===== src/rtl/lbad_pkg.sv =====
package lbad_pkg;

    localparam int PAGES     = 2;
    localparam int PAGE_W    = 1;
    localparam int LAT_W     = 16;
    localparam int CNT_W     = 8;
    localparam int PCT_W     = 7;
    localparam int CLR_W     = 4;
    localparam int PROD_W    = 15;
    localparam int CFG_IDX_W = 3;
    localparam int CFG_DAT_W = 16;

    localparam logic [LAT_W-1:0] L1_LIMIT_RST   = 16'd100;
    localparam logic [LAT_W-1:0] L3_LIMIT_RST   = 16'd230;
    localparam logic [LAT_W-1:0] MISS_LIMIT_RST = 16'd450;
    localparam logic [CNT_W-1:0] BATCH_RST      = 8'd8;
    localparam logic [PCT_W-1:0] ATTACK_PCT_RST = 7'd50;
    localparam logic [PCT_W-1:0] THROT_PCT_RST  = 7'd90;
    localparam logic [CLR_W-1:0] CLEAR_RST      = 4'd2;

    localparam logic [PROD_W-1:0] HUNDRED = 15'd100;

    typedef enum logic [CFG_IDX_W-1:0] {
        CFG_L1_LIMIT      = 3'd0,
        CFG_L3_LIMIT      = 3'd1,
        CFG_MISS_LIMIT    = 3'd2,
        CFG_BATCH_LEN     = 3'd3,
        CFG_ATTACK_PCT    = 3'd4,
        CFG_THROTTLE_PCT  = 3'd5,
        CFG_CLEAR_BATCHES = 3'd6
    } t_cfg_idx;

    typedef struct packed {
        logic [PCT_W-1:0] attack_pct;
        logic [PCT_W-1:0] throttle_pct;
        logic [CLR_W-1:0] clear_batches;
        logic [CNT_W-1:0] batch;
    } t_judge_cfg;

    typedef struct packed {
        logic             flag;
        logic [CLR_W-1:0] progress;
    } t_flag_state;

    typedef struct packed {
        logic        attack;
        logic        raised;
        logic        throttle;
        t_flag_state next_flag;
    } t_verdict;

endpackage


===== src/rtl/latency_bin_attack_detector_unit.sv =====
// latency bin attack detector
// input channel: one transaction per timed reload (i_page_index, i_latency),
// accepted when i_in_valid is high and o_in_stall is low. each sample is
// binned against the l1/l3/miss limits into the per-page counters.
// output channel: one transaction per completed batch, presented with
// o_out_valid and taken when i_out_stall is low; it carries the four counts,
// the attack and throttle verdicts and the hysteresis flag state.
// configuration: i_cfg_wr_en writes i_cfg_wdata to register i_cfg_index
// (0 l1_limit .. 6 clear_batches); write only while the block is idle.
// path: a sample is registered at acceptance, binned and judged from the
// input register, and its report is registered in the output register.
// throughput: one sample per cycle, set by the single binning stage.
// a stall on the output holds the report; the stage then holds only a
// sample that completes a batch, and the input stalls behind it.
// reset: counters, flag, clear progress and both valids are cleared and the
// registers take their default values.
module latency_bin_attack_detector_unit (
    input  logic                              i_clk,
    input  logic                              i_rst_n,
    input  logic                              i_cfg_wr_en,
    input  logic [lbad_pkg::CFG_IDX_W-1:0]    i_cfg_index,
    input  logic [lbad_pkg::CFG_DAT_W-1:0]    i_cfg_wdata,
    input  logic                              i_in_valid,
    output logic                              o_in_stall,
    input  logic [lbad_pkg::PAGE_W-1:0]       i_page_index,
    input  logic [lbad_pkg::LAT_W-1:0]        i_latency,
    output logic                              o_out_valid,
    input  logic                              i_out_stall,
    output logic [lbad_pkg::PAGE_W-1:0]       o_report_page,
    output logic [lbad_pkg::CNT_W-1:0]        o_l1_count,
    output logic [lbad_pkg::CNT_W-1:0]        o_l3_count,
    output logic [lbad_pkg::CNT_W-1:0]        o_miss_count,
    output logic [lbad_pkg::CNT_W-1:0]        o_big_miss_count,
    output logic                              o_attack_batch,
    output logic                              o_attack_raised,
    output logic                              o_attack_active,
    output logic                              o_throttle_request
);

    // configuration registers
    logic [lbad_pkg::LAT_W-1:0] r_l1_limit;
    logic [lbad_pkg::LAT_W-1:0] r_l3_limit;
    logic [lbad_pkg::LAT_W-1:0] r_miss_limit;
    logic [lbad_pkg::CNT_W-1:0] r_batch_len;
    logic [lbad_pkg::PCT_W-1:0] r_attack_pct;
    logic [lbad_pkg::PCT_W-1:0] r_throttle_pct;
    logic [lbad_pkg::CLR_W-1:0] r_clear_batches;

    always_ff @(posedge i_clk) begin
        if (!i_rst_n) begin
            r_l1_limit      <= lbad_pkg::L1_LIMIT_RST;
            r_l3_limit      <= lbad_pkg::L3_LIMIT_RST;
            r_miss_limit    <= lbad_pkg::MISS_LIMIT_RST;
            r_batch_len     <= lbad_pkg::BATCH_RST;
            r_attack_pct    <= lbad_pkg::ATTACK_PCT_RST;
            r_throttle_pct  <= lbad_pkg::THROT_PCT_RST;
            r_clear_batches <= lbad_pkg::CLEAR_RST;
        end else if (i_cfg_wr_en) begin
            unique case (lbad_pkg::t_cfg_idx'(i_cfg_index))
                lbad_pkg::CFG_L1_LIMIT:      r_l1_limit      <= i_cfg_wdata;
                lbad_pkg::CFG_L3_LIMIT:      r_l3_limit      <= i_cfg_wdata;
                lbad_pkg::CFG_MISS_LIMIT:    r_miss_limit    <= i_cfg_wdata;
                lbad_pkg::CFG_BATCH_LEN:     r_batch_len     <= i_cfg_wdata[lbad_pkg::CNT_W-1:0];
                lbad_pkg::CFG_ATTACK_PCT:    r_attack_pct    <= i_cfg_wdata[lbad_pkg::PCT_W-1:0];
                lbad_pkg::CFG_THROTTLE_PCT:  r_throttle_pct  <= i_cfg_wdata[lbad_pkg::PCT_W-1:0];
                lbad_pkg::CFG_CLEAR_BATCHES: r_clear_batches <= i_cfg_wdata[lbad_pkg::CLR_W-1:0];
                default: begin
                end
            endcase
        end
    end

    // input register
    logic                        r_in_valid;
    logic [lbad_pkg::PAGE_W-1:0] r_in_page;
    logic [lbad_pkg::LAT_W-1:0]  r_in_lat;

    // per-page state
    logic [lbad_pkg::CNT_W-1:0] r_l1_bins   [lbad_pkg::PAGES];
    logic [lbad_pkg::CNT_W-1:0] r_l3_bins   [lbad_pkg::PAGES];
    logic [lbad_pkg::CNT_W-1:0] r_miss_bins [lbad_pkg::PAGES];
    logic [lbad_pkg::CNT_W-1:0] r_big_bins  [lbad_pkg::PAGES];
    logic [lbad_pkg::CNT_W-1:0] r_samples   [lbad_pkg::PAGES];
    lbad_pkg::t_flag_state      r_flag;

    // output register
    logic                        r_out_valid;
    logic [lbad_pkg::PAGE_W-1:0] r_out_page;
    logic [lbad_pkg::CNT_W-1:0]  r_out_l1;
    logic [lbad_pkg::CNT_W-1:0]  r_out_l3;
    logic [lbad_pkg::CNT_W-1:0]  r_out_miss;
    logic [lbad_pkg::CNT_W-1:0]  r_out_big;
    logic                        r_out_attack;
    logic                        r_out_raised;
    logic                        r_out_active;
    logic                        r_out_throttle;

    logic                       in_range;
    logic                       is_l1;
    logic                       is_l3;
    logic                       is_miss;
    logic [lbad_pkg::CNT_W-1:0] n_l1;
    logic [lbad_pkg::CNT_W-1:0] n_l3;
    logic [lbad_pkg::CNT_W-1:0] n_miss;
    logic [lbad_pkg::CNT_W-1:0] n_big;
    logic [lbad_pkg::CNT_W-1:0] n_samples;
    logic [lbad_pkg::CNT_W-1:0] batch;
    logic                       done;
    logic                       fire;
    logic                       accept;
    lbad_pkg::t_judge_cfg       judge_cfg;
    lbad_pkg::t_verdict         verdict;

    assign in_range = (32'(r_in_page) < lbad_pkg::PAGES);

    // the l1 bin takes priority over l3, and l3 over miss, where limits overlap
    assign is_l1   = (r_in_lat < r_l1_limit);
    assign is_l3   = !is_l1 && (r_in_lat < r_l3_limit);
    assign is_miss = !is_l1 && !is_l3 && (r_in_lat < r_miss_limit);

    always_comb begin
        n_l1      = r_l1_bins[r_in_page] + lbad_pkg::CNT_W'(is_l1);
        n_l3      = r_l3_bins[r_in_page] + lbad_pkg::CNT_W'(is_l3);
        n_miss    = r_miss_bins[r_in_page] + lbad_pkg::CNT_W'(is_miss);
        n_big     = r_big_bins[r_in_page] + lbad_pkg::CNT_W'(!is_l1 && !is_l3 && !is_miss);
        n_samples = r_samples[r_in_page] + 1'b1;
    end

    assign batch = (r_batch_len == '0) ? lbad_pkg::CNT_W'(1) : r_batch_len;
    assign done  = in_range && (n_samples >= batch);

    assign judge_cfg.attack_pct    = r_attack_pct;
    assign judge_cfg.throttle_pct  = r_throttle_pct;
    assign judge_cfg.clear_batches = r_clear_batches;
    assign judge_cfg.batch         = batch;

    lbad_judge u_judge (
        .i_l1_count (n_l1),
        .i_cfg      (judge_cfg),
        .i_flag     (r_flag),
        .o_verdict  (verdict)
    );

    // a sample that completes a batch waits while the report slot is held
    assign fire       = r_in_valid && (!done || !r_out_valid || !i_out_stall);
    assign o_in_stall = r_in_valid && !fire;
    assign accept     = i_in_valid && !o_in_stall;

    always_ff @(posedge i_clk) begin
        if (!i_rst_n) begin
            r_in_valid <= 1'b0;
        end else if (!o_in_stall) begin
            r_in_valid <= i_in_valid;
        end
    end

    always_ff @(posedge i_clk) begin
        if (accept) begin
            r_in_page <= i_page_index;
            r_in_lat  <= i_latency;
        end
    end

    always_ff @(posedge i_clk) begin
        if (!i_rst_n) begin
            for (int p = 0; p < lbad_pkg::PAGES; p++) begin
                r_l1_bins[p]   <= '0;
                r_l3_bins[p]   <= '0;
                r_miss_bins[p] <= '0;
                r_big_bins[p]  <= '0;
                r_samples[p]   <= '0;
            end
            r_flag <= '0;
        end else if (fire && in_range) begin
            if (done) begin
                r_l1_bins[r_in_page]   <= '0;
                r_l3_bins[r_in_page]   <= '0;
                r_miss_bins[r_in_page] <= '0;
                r_big_bins[r_in_page]  <= '0;
                r_samples[r_in_page]   <= '0;
                r_flag                 <= verdict.next_flag;
            end else begin
                r_l1_bins[r_in_page]   <= n_l1;
                r_l3_bins[r_in_page]   <= n_l3;
                r_miss_bins[r_in_page] <= n_miss;
                r_big_bins[r_in_page]  <= n_big;
                r_samples[r_in_page]   <= n_samples;
            end
        end
    end

    always_ff @(posedge i_clk) begin
        if (!i_rst_n) begin
            r_out_valid <= 1'b0;
        end else if (fire && done) begin
            r_out_valid <= 1'b1;
        end else if (!i_out_stall) begin
            r_out_valid <= 1'b0;
        end
    end

    always_ff @(posedge i_clk) begin
        if (fire && done) begin
            r_out_page     <= r_in_page;
            r_out_l1       <= n_l1;
            r_out_l3       <= n_l3;
            r_out_miss     <= n_miss;
            r_out_big      <= n_big;
            r_out_attack   <= verdict.attack;
            r_out_raised   <= verdict.raised;
            r_out_active   <= verdict.next_flag.flag;
            r_out_throttle <= verdict.throttle;
        end
    end

    assign o_out_valid        = r_out_valid;
    assign o_report_page      = r_out_page;
    assign o_l1_count         = r_out_l1;
    assign o_l3_count         = r_out_l3;
    assign o_miss_count       = r_out_miss;
    assign o_big_miss_count   = r_out_big;
    assign o_attack_batch     = r_out_attack;
    assign o_attack_raised    = r_out_raised;
    assign o_attack_active    = r_out_active;
    assign o_throttle_request = r_out_throttle;

endmodule


===== src/rtl/lbad_judge.sv =====
module lbad_judge (
    input  logic [lbad_pkg::CNT_W-1:0] i_l1_count,
    input  lbad_pkg::t_judge_cfg       i_cfg,
    input  lbad_pkg::t_flag_state      i_flag,
    output lbad_pkg::t_verdict         o_verdict
);

    logic [lbad_pkg::PROD_W-1:0] l1x100;
    logic [lbad_pkg::PROD_W-1:0] attack_lim;
    logic [lbad_pkg::PROD_W-1:0] throt_lim;
    logic                        mid_flag;
    logic [lbad_pkg::CLR_W-1:0]  mid_prog;
    logic                        attack;
    logic                        raised;

    assign l1x100     = lbad_pkg::PROD_W'(i_l1_count) * lbad_pkg::HUNDRED;
    assign attack_lim = lbad_pkg::PROD_W'(i_cfg.attack_pct) * lbad_pkg::PROD_W'(i_cfg.batch);
    assign throt_lim  = lbad_pkg::PROD_W'(i_cfg.throttle_pct) * lbad_pkg::PROD_W'(i_cfg.batch);
    assign attack     = (l1x100 <= attack_lim);

    always_comb begin
        mid_flag = i_flag.flag;
        mid_prog = i_flag.progress;
        raised   = 1'b0;
        if (attack && !i_flag.flag) begin
            mid_flag = 1'b1;
            raised   = 1'b1;
        end else if (!attack && i_flag.flag) begin
            mid_prog = i_flag.progress + 1'b1;
        end
        // hysteresis: flag drops once enough clean batches have been seen
        if (mid_prog >= i_cfg.clear_batches) begin
            mid_flag = 1'b0;
            mid_prog = '0;
        end
    end

    assign o_verdict.attack             = attack;
    assign o_verdict.raised             = raised;
    assign o_verdict.throttle           = (l1x100 <= throt_lim);
    assign o_verdict.next_flag.flag     = mid_flag;
    assign o_verdict.next_flag.progress = mid_prog;

endmodule


===== config.mk =====
export PLATFORM = sky130hd
export DESIGN_NAME = latency_bin_attack_detector_unit
export DESIGN_NICKNAME = d
export VERILOG_FILES = /design/src/rtl/lbad_pkg.sv /design/src/rtl/latency_bin_attack_detector_unit.sv /design/src/rtl/lbad_judge.sv
export SDC_FILE = /design/constraint.sdc
export NUM_CORES = 1
export LEC_CHECK = 0
export BUFFER_PORTS_ARGS = -buffer_cell sky130_fd_sc_hd__buf_2
export CELL_PAD_IN_SITES_DETAIL_PLACEMENT = 2
export CELL_PAD_IN_SITES_GLOBAL_PLACEMENT = 2
export CORE_ASPECT_RATIO = 1.1
export CORE_MARGIN = 3
export CORE_UTILIZATION = 40
export CTS_CLUSTER_DIAMETER = 200
export DETAILED_ROUTE_END_ITERATION = 7
export PLACE_DENSITY = 0.91
export SLEW_MARGIN = 20
export SYNTH_ARGS = -nofsm -noshare
export SYNTH_HDL_FRONTEND = slang
export SYNTH_SLANG_ARGS = --single-unit

===== constraint.sdc =====
create_clock -name i_clk -period 12.3 [get_ports i_clk]
set_input_delay 1.845 -clock i_clk [delete_from_list [all_inputs] [get_ports i_clk]]
set_output_delay 1.845 -clock i_clk [all_outputs]
set_load 0.02 [all_outputs]

======== After elaboration in Yosys (flattened, before gate mapping) ========
Memories as Yosys holds them, arrays and structs flattened. A register that Yosys moved wholly into a read port is not among the register bits.
Cells that the tools add are included.
cells by class
  $add $sub $neg .......................... 6
  multipliers ............................. 3
  magnitude comparators ................... 7
  equality and inequality tests ........... 7
  muxes and demuxes ....................... 43
  bitwise logic cells ..................... 5
  reductions and logical operators ........ 37
operator list
  kind                                                                     number
  8-bit 2-to-1 mux                                                         11
  16-bit less-than comparator                                              3
  8-bit OR reduction                                                       5
  8-bit by 1-bit adder with 8-bit output                                   4
  15-bit less-or-equal comparator                                          2
  7-bit by 8-bit multiplier with 15-bit output                             2
  1-bit 2-to-1 mux                                                         29
  2-bit AND reduction                                                      8
  8-bit by 5-bit multiplier with 13-bit output, second input constant      1
  4-bit 2-to-1 mux                                                         3
  1-bit logical AND                                                        10
  1-bit zero test                                                          10
  3-bit == test, second input constant                                     3
  8-bit by 1-bit adder with 8-bit output, second input constant            1
  8-bit greater-or-equal comparator                                        1
  8-bit zero test                                                          1
  3-bit by 2-bit == test with 1-bit output, second input constant          2
  1-bit bitwise OR                                                         5
  4-bit by 1-bit adder with 4-bit output, second input constant            1
  4-bit greater-or-equal comparator                                        1
  3-bit by 1-bit == test with 1-bit output, second input constant          1
  3-bit zero test                                                          1
  1-bit logical OR                                                         2
  2-bit by 1-bit inequality test with 1-bit output, second input constant  1
word-level totals
  flip-flop bits (word level) ............. 135
  bits in writable memories ............... 80
  input port bits ......................... 41
  output and inout port bits .............. 39
  logic and storage cells ................. 135
  memories kept ........................... 5
memories
  name         depth  width  read ports  clocked after Yosys merged registers in  wr ports  line                                    source
  r_big_bins   2      8      1           1                                        2         latency_bin_attack_detector_unit.sv:82  logic [lbad_pkg::CNT_W-1:0] r_big_bins [lbad_pkg::PAGES];
  r_l1_bins    2      8      1           1                                        2         latency_bin_attack_detector_unit.sv:79  logic [lbad_pkg::CNT_W-1:0] r_l1_bins [lbad_pkg::PAGES];
  r_l3_bins    2      8      1           1                                        2         latency_bin_attack_detector_unit.sv:80  logic [lbad_pkg::CNT_W-1:0] r_l3_bins [lbad_pkg::PAGES];
  r_miss_bins  2      8      1           1                                        2         latency_bin_attack_detector_unit.sv:81  logic [lbad_pkg::CNT_W-1:0] r_miss_bins [lbad_pkg::PAGES];
  r_samples    2      8      1           1                                        2         latency_bin_attack_detector_unit.sv:83  logic [lbad_pkg::CNT_W-1:0] r_samples [lbad_pkg::PAGES];

======== Logic depth before layout (Yosys ltp) ========
  word-level depth ........................ 13
  gate-level depth with buffers ........... 43
  mapped depth without buffers ............ 43

======== Hierarchy ========
Synthesis repeated with hierarchy kept, for this count alone.
second synthesis, totals
  cells, all modules ...................... 1,583
  area total of the unflattened synthesis .. 15,482.3 µm²
modules (own cells, without submodules)
  module                            times used  cells an instance  area an instance (µm²)  seq. area each (µm²)
  latency_bin_attack_detector_unit  1           993                10,452.5                5,665.4
  lbad_judge                        1           590                5,029.8                 0.0

======== Worst setup path before layout ========
OpenSTA, ideal clock, no wires.
  path kind ............................... register -> register
  from .................................... register (tool-made name)
  to ...................................... register r_flag[0] (netlist name)
  library setup time ...................... 0.058 ns
  arrival time ............................ 8.488 ns
  required time ........................... 12.242 ns
  setup slack ............................. 3.755 ns
  stages on the path, launching flop included .. 39
  buffers on the path ..................... 5
  period minus slack after synthesis ...... 8.545 ns
  path through ............................ dfxtp_1 -> buf_6 -> clkbuf_1 -> clkbuf_1 -> clkbuf_1 -> buf_1 -> mux2_2 -> ha_1 -> ha_1 -> xor2_4 -> inv_1 -> and2_1 -> ha_1 -> inv_1 -> fa_1 -> inv_1 -> ha_1 -> a21oi_1 -> (+3 left out) -> a21oi_1 -> xnor2_1 -> ha_1 -> nand4_1 -> o211ai_1 -> nor2_1 -> a211oi_2 -> o22ai_2 -> a21oi_2 -> mux2_4 -> ha_1 -> a21o_1 -> a21o_1 -> a21oi_1 -> inv_1 -> or4_1 -> nor4_1 -> a211o_1
RTL lines
  item                  line                                     source
  to (signal assigned)  latency_bin_attack_detector_unit.sv:181  r_flag <= verdict.next_flag;
  to (decl)             latency_bin_attack_detector_unit.sv:84   lbad_pkg::t_flag_state r_flag;

======== Worst setup path in the final report ========
  from .................................... register r_in_lat[9] (netlist name)
  to ...................................... register r_flag[0] (netlist name)
between the ends
  longest elaborated chain between the ends .. 10
  elaborated cells between the ends (all ways) .. 11
  those cells by class .................... add/sub (1); mul (1); order compare (3); mux (3); reduce/logical (3)
RTL lines
  item                                            line                                     source
  from (decl)                                     latency_bin_attack_detector_unit.sv:76   logic [lbad_pkg::LAT_W-1:0] r_in_lat;
  from (signal assigned)                          latency_bin_attack_detector_unit.sv:160  r_in_lat <= i_latency;
  16-bit less-than comparator *                   latency_bin_attack_detector_unit.sv:117  assign is_l1 = (r_in_lat < r_l1_limit);
  8-bit by 1-bit adder with 8-bit output *        latency_bin_attack_detector_unit.sv:122  n_l1 = r_l1_bins[r_in_page] + lbad_pkg::CNT_W'(is_l1);
  via n_l1, one bit                               latency_bin_attack_detector_unit.sv:102  logic [lbad_pkg::CNT_W-1:0] n_l1;
  8-bit by 5-bit multiplier with 13-bit output *  lbad_judge.sv:16                         assign l1x100 = lbad_pkg::PROD_W'(i_l1_count) * lbad_pkg::HUNDRED;
  15-bit less-or-equal comparator *               lbad_judge.sv:19                         assign attack = (l1x100 <= attack_lim);
  1-bit zero test                                 lbad_judge.sv:28                         end else if (!attack && i_flag.flag) begin
  1-bit logical AND                               lbad_judge.sv:28
  4-bit 2-to-1 mux                                lbad_judge.sv:28
  4-bit 2-to-1 mux *                              lbad_judge.sv:25                         if (attack && !i_flag.flag) begin
  4-bit greater-or-equal comparator               lbad_judge.sv:32                         if (mid_prog >= i_cfg.clear_batches) begin
  4-bit 2-to-1 mux *                              lbad_judge.sv:32
Mark *: on every way through the listed nets, which the timed path passes. The rest lies on a longest branch.
A chain may end at the register's enable or synchronous reset.

==> impl_metrics.ini <==
[status]
status = complete, no violations

[synth]
synth_ff_type = edfxtp_1
synthArstFlopShare_pct = 0
synth_cells = 1560
synth_area_mm2 = 0.01506
yosysUniqueCellTypes = 67
synth_fp_nets = 1844
synth_enable_flop_cells = 134
yosysSeqAreaShare_pct = 37.61
ys_seq_elements = 216
ys_warn_count = 0
avgSynthCellArea_um2 = 9.657

[finish]
final_util_pct = 45.87
final_nets = 1905
fin_area_mm2 = 0.01680
num_antenna_cells = 0
drive_gt1_share_pct = 10.05
layout_common_cells = 211 x nand2_1, 182 x ha_1, 176 x inv_1
final_common_cell = nand2_1
fillers = 3868
area_growth_pct = 11.53

[cts]
cts_resized = 0
cts_tree = yes
clockBufferDepth = 3
htree_levels = 1
cts.sinks = 216
worstSkewPairLatency_ns = 0.56
cts-root-buf = clkbuf_16
path_clk_slew_ns = 0.06
post-cts-setup-buffers = 0
cts_inserted_buffers = 26
postCtsHoldBufs = 0

[sta]
worst_pin_slew_ns = 0.9867
fmax_mhz = 90.41
holdWs_ns = 0.4651
finalHoldViolCount = 0
fin_setup_tns_ns = 0
fin_crit_ns = 11.06
fin_crit_sh_pct = 89.93
drv_slew = 0
setup_viol = 0
finalClockSkew_ns = 0.03000
rsz0062_at_grt = no
slew_headroom_pct = 34.22

[power]
ir_worst_vdd_mv = 0.09806
pwr_density_cell_mw_per_mm2 = 131.2
power_leakage_uw = 0.007469

[grt]
grt_max_degree = 57
grt_util_met1_pct = 29.58
grt-ovfl-total = 0
antenna_found_initial = 0
grtUsageMet3_pct = 3.508
grt_usage_pct = 27.07
grt_pass1_vias = 14390
top_usage_layer = met2
grt_pass1_wl_mm = 84.21
use_met2_pct = 51.42

[place]
placed_area_mm2 = 0.01596
dp_hpwl_mm = 37.34
port_buffers = 79
gp_congestion = 0.8303

[die]
fp.dieW_um = 191.0
rows = 73
die_h_um = 209.5
initial_core_util_pct = 41.13
core_area_mm2 = 0.03663
io_pins = 80
die-area_mm2 = 0.04003

[routing]
avgRoutedWirePerCell_um = 25.66
drtPass1Iterations = 5
drc = 0
drt_iter0_markers = 713
vias = 12250
ant_nets = 0
routed_wl_mm = 54.60
viasPerCell = 5.757

[setup_path]
cp_slowest_cell = a21oi_1
critical_path_arrival_ns = 11.53
crit_fanout = 7
cp-end-kind = flip-flop
cp_common_cell = ha_1
critical-path-max-stage-delay_ns = 0.56
worstSetupStartpointType = flip-flop
critPathKind = reg2reg
required_ns = 12.77

[run]
maxCapViolCount = 0

[worst_hold_path]
min_path_type = reg2reg
synth_stat cells, types with 4 or more instances:
cell type	n	share of area (%)
a21o_1	26	1.3
fa_1	61	8.1
xor2_1	27	1.6
o21ai_0	28	0.93
a31oi_1	6	0.25
nand3b_1	4	0.20
o211ai_1	16	0.80
mux2i_1	15	1.0
a211oi_1	6	0.30
nor3_1	18	0.60
dfxtp_1	82	11
o2111ai_1	5	0.29
a21oi_1	101	3.4
nor2b_1	30	1.2
nand4_1	7	0.29
and3_1	26	1.1
o21a_1	10	0.50
ha_1	182	15
xnor2_1	38	2.2
buf_1	4	0.10
nand2b_1	12	0.50
nand3_1	23	0.76
edfxtp_1	134	27
or2_2	9	0.37
mux2_2	11	0.82
and2_1	65	2.7
clkbuf_1	50	1.2
nor2_1	107	2.7
a32oi_1	15	0.87
a32o_1	5	0.33
inv_1	177	4.4
nand2_1	211	5.3
area by class of cell:
type	count	area [um2]	share of cell area, %
Multi-Input combinational cell	1110	8554	50.92
Sequential cell	216	5667	33.73
Clock buffer	37	711.9	4.237
Inverter	178	668.1	3.977
Tap cell	487	609.3	3.627
Timing Repair Buffer	89	470.5	2.800
Clock inverter	11	120.1	0.7149
flip-flops by register name, indices dropped and copies added (netlist names), 16 cells and up, named ones only:
register      flops
r_l1_bins        16
r_l1_limit       16
r_miss_bins      16
r_l3_limit       16
r_miss_limit     16
r_samples        16
r_l3_bins        16
r_big_bins       16
r_in_lat         16
path summary, 6_finish.rpt:
kind	end	slack (ns)	cells after the start	start
setup / recovery	r_flag[0]$_SDFFE_PN0P_	1.24	41	r_in_lat[9]$_DFFE_PP_
hold / removal	r_miss_limit[5]$_SDFFE_PN0P_	0.47	2	r_miss_limit[5]$_SDFFE_PN0P_
setup reg to reg	r_flag[0]$_SDFFE_PN0P_	1.24	41	r_in_lat[9]$_DFFE_PP_
hold reg to reg	r_miss_limit[5]$_SDFFE_PN0P_	0.47	2	r_miss_limit[5]$_SDFFE_PN0P_
power breakdown:
part           switching (uW)  internal [uW]  leakage, uW
combinational             370            207      0.00505
sequential               34.9            816      0.00202
clock                     330            446     0.000404
total                     735           1470      0.00747
worst max-delay path: cells and delay by family (launching register included):
kind / cells / cell delay, ns
buffers and inverters: 5 / 0.62
muxes: 1 / 0.33
xor gates and xnor gates: 2 / 0.46
and+or+nand+nor: 7 / 1.54
AOI/OAI and AO/OA: 17 / 4.39
DFF: 1 / 0.44
adders and majority gates: 9 / 3.19
kinds of logic (layout without fill, tap and decap cells):
group,after synthesis,after routing,share of synthesized area [%]
AO/OA/AOI/OAI,248,248,10.83
flip-flops,216,216,37.61
XOR/XNOR,67,67,4.111
multiplexers,28,28,2.068
AND/OR/NAND/NOR,523,523,16.20
buffers and inverters,234,315,5.889
adder cells (fa/ha/maj),244,244,23.29
metrics by stage:
stage | std cells | power (uW) | setup slack [ns]
3_5_place_dp | 2080 | 1412 | 1.936
2_1_floorplan | 1560 | 1215 | 3.755
5_1_grt | 2128 | 2296 | 0.6592
4_1_cts | 2128 | 2206 | 1.418
3_3_place_gp | 2080 | 1342 | 2.817
6_report | 2128 | 2205 | 1.239
routing by layer:
layer / wire length (um) / share of wire [%]
met5: 0 / 0
met4: 2845 / 5.2
met3: 1880 / 3.4
met2: 29410 / 54
met1: 20460 / 37
Power figures use the tool's default switching activity.
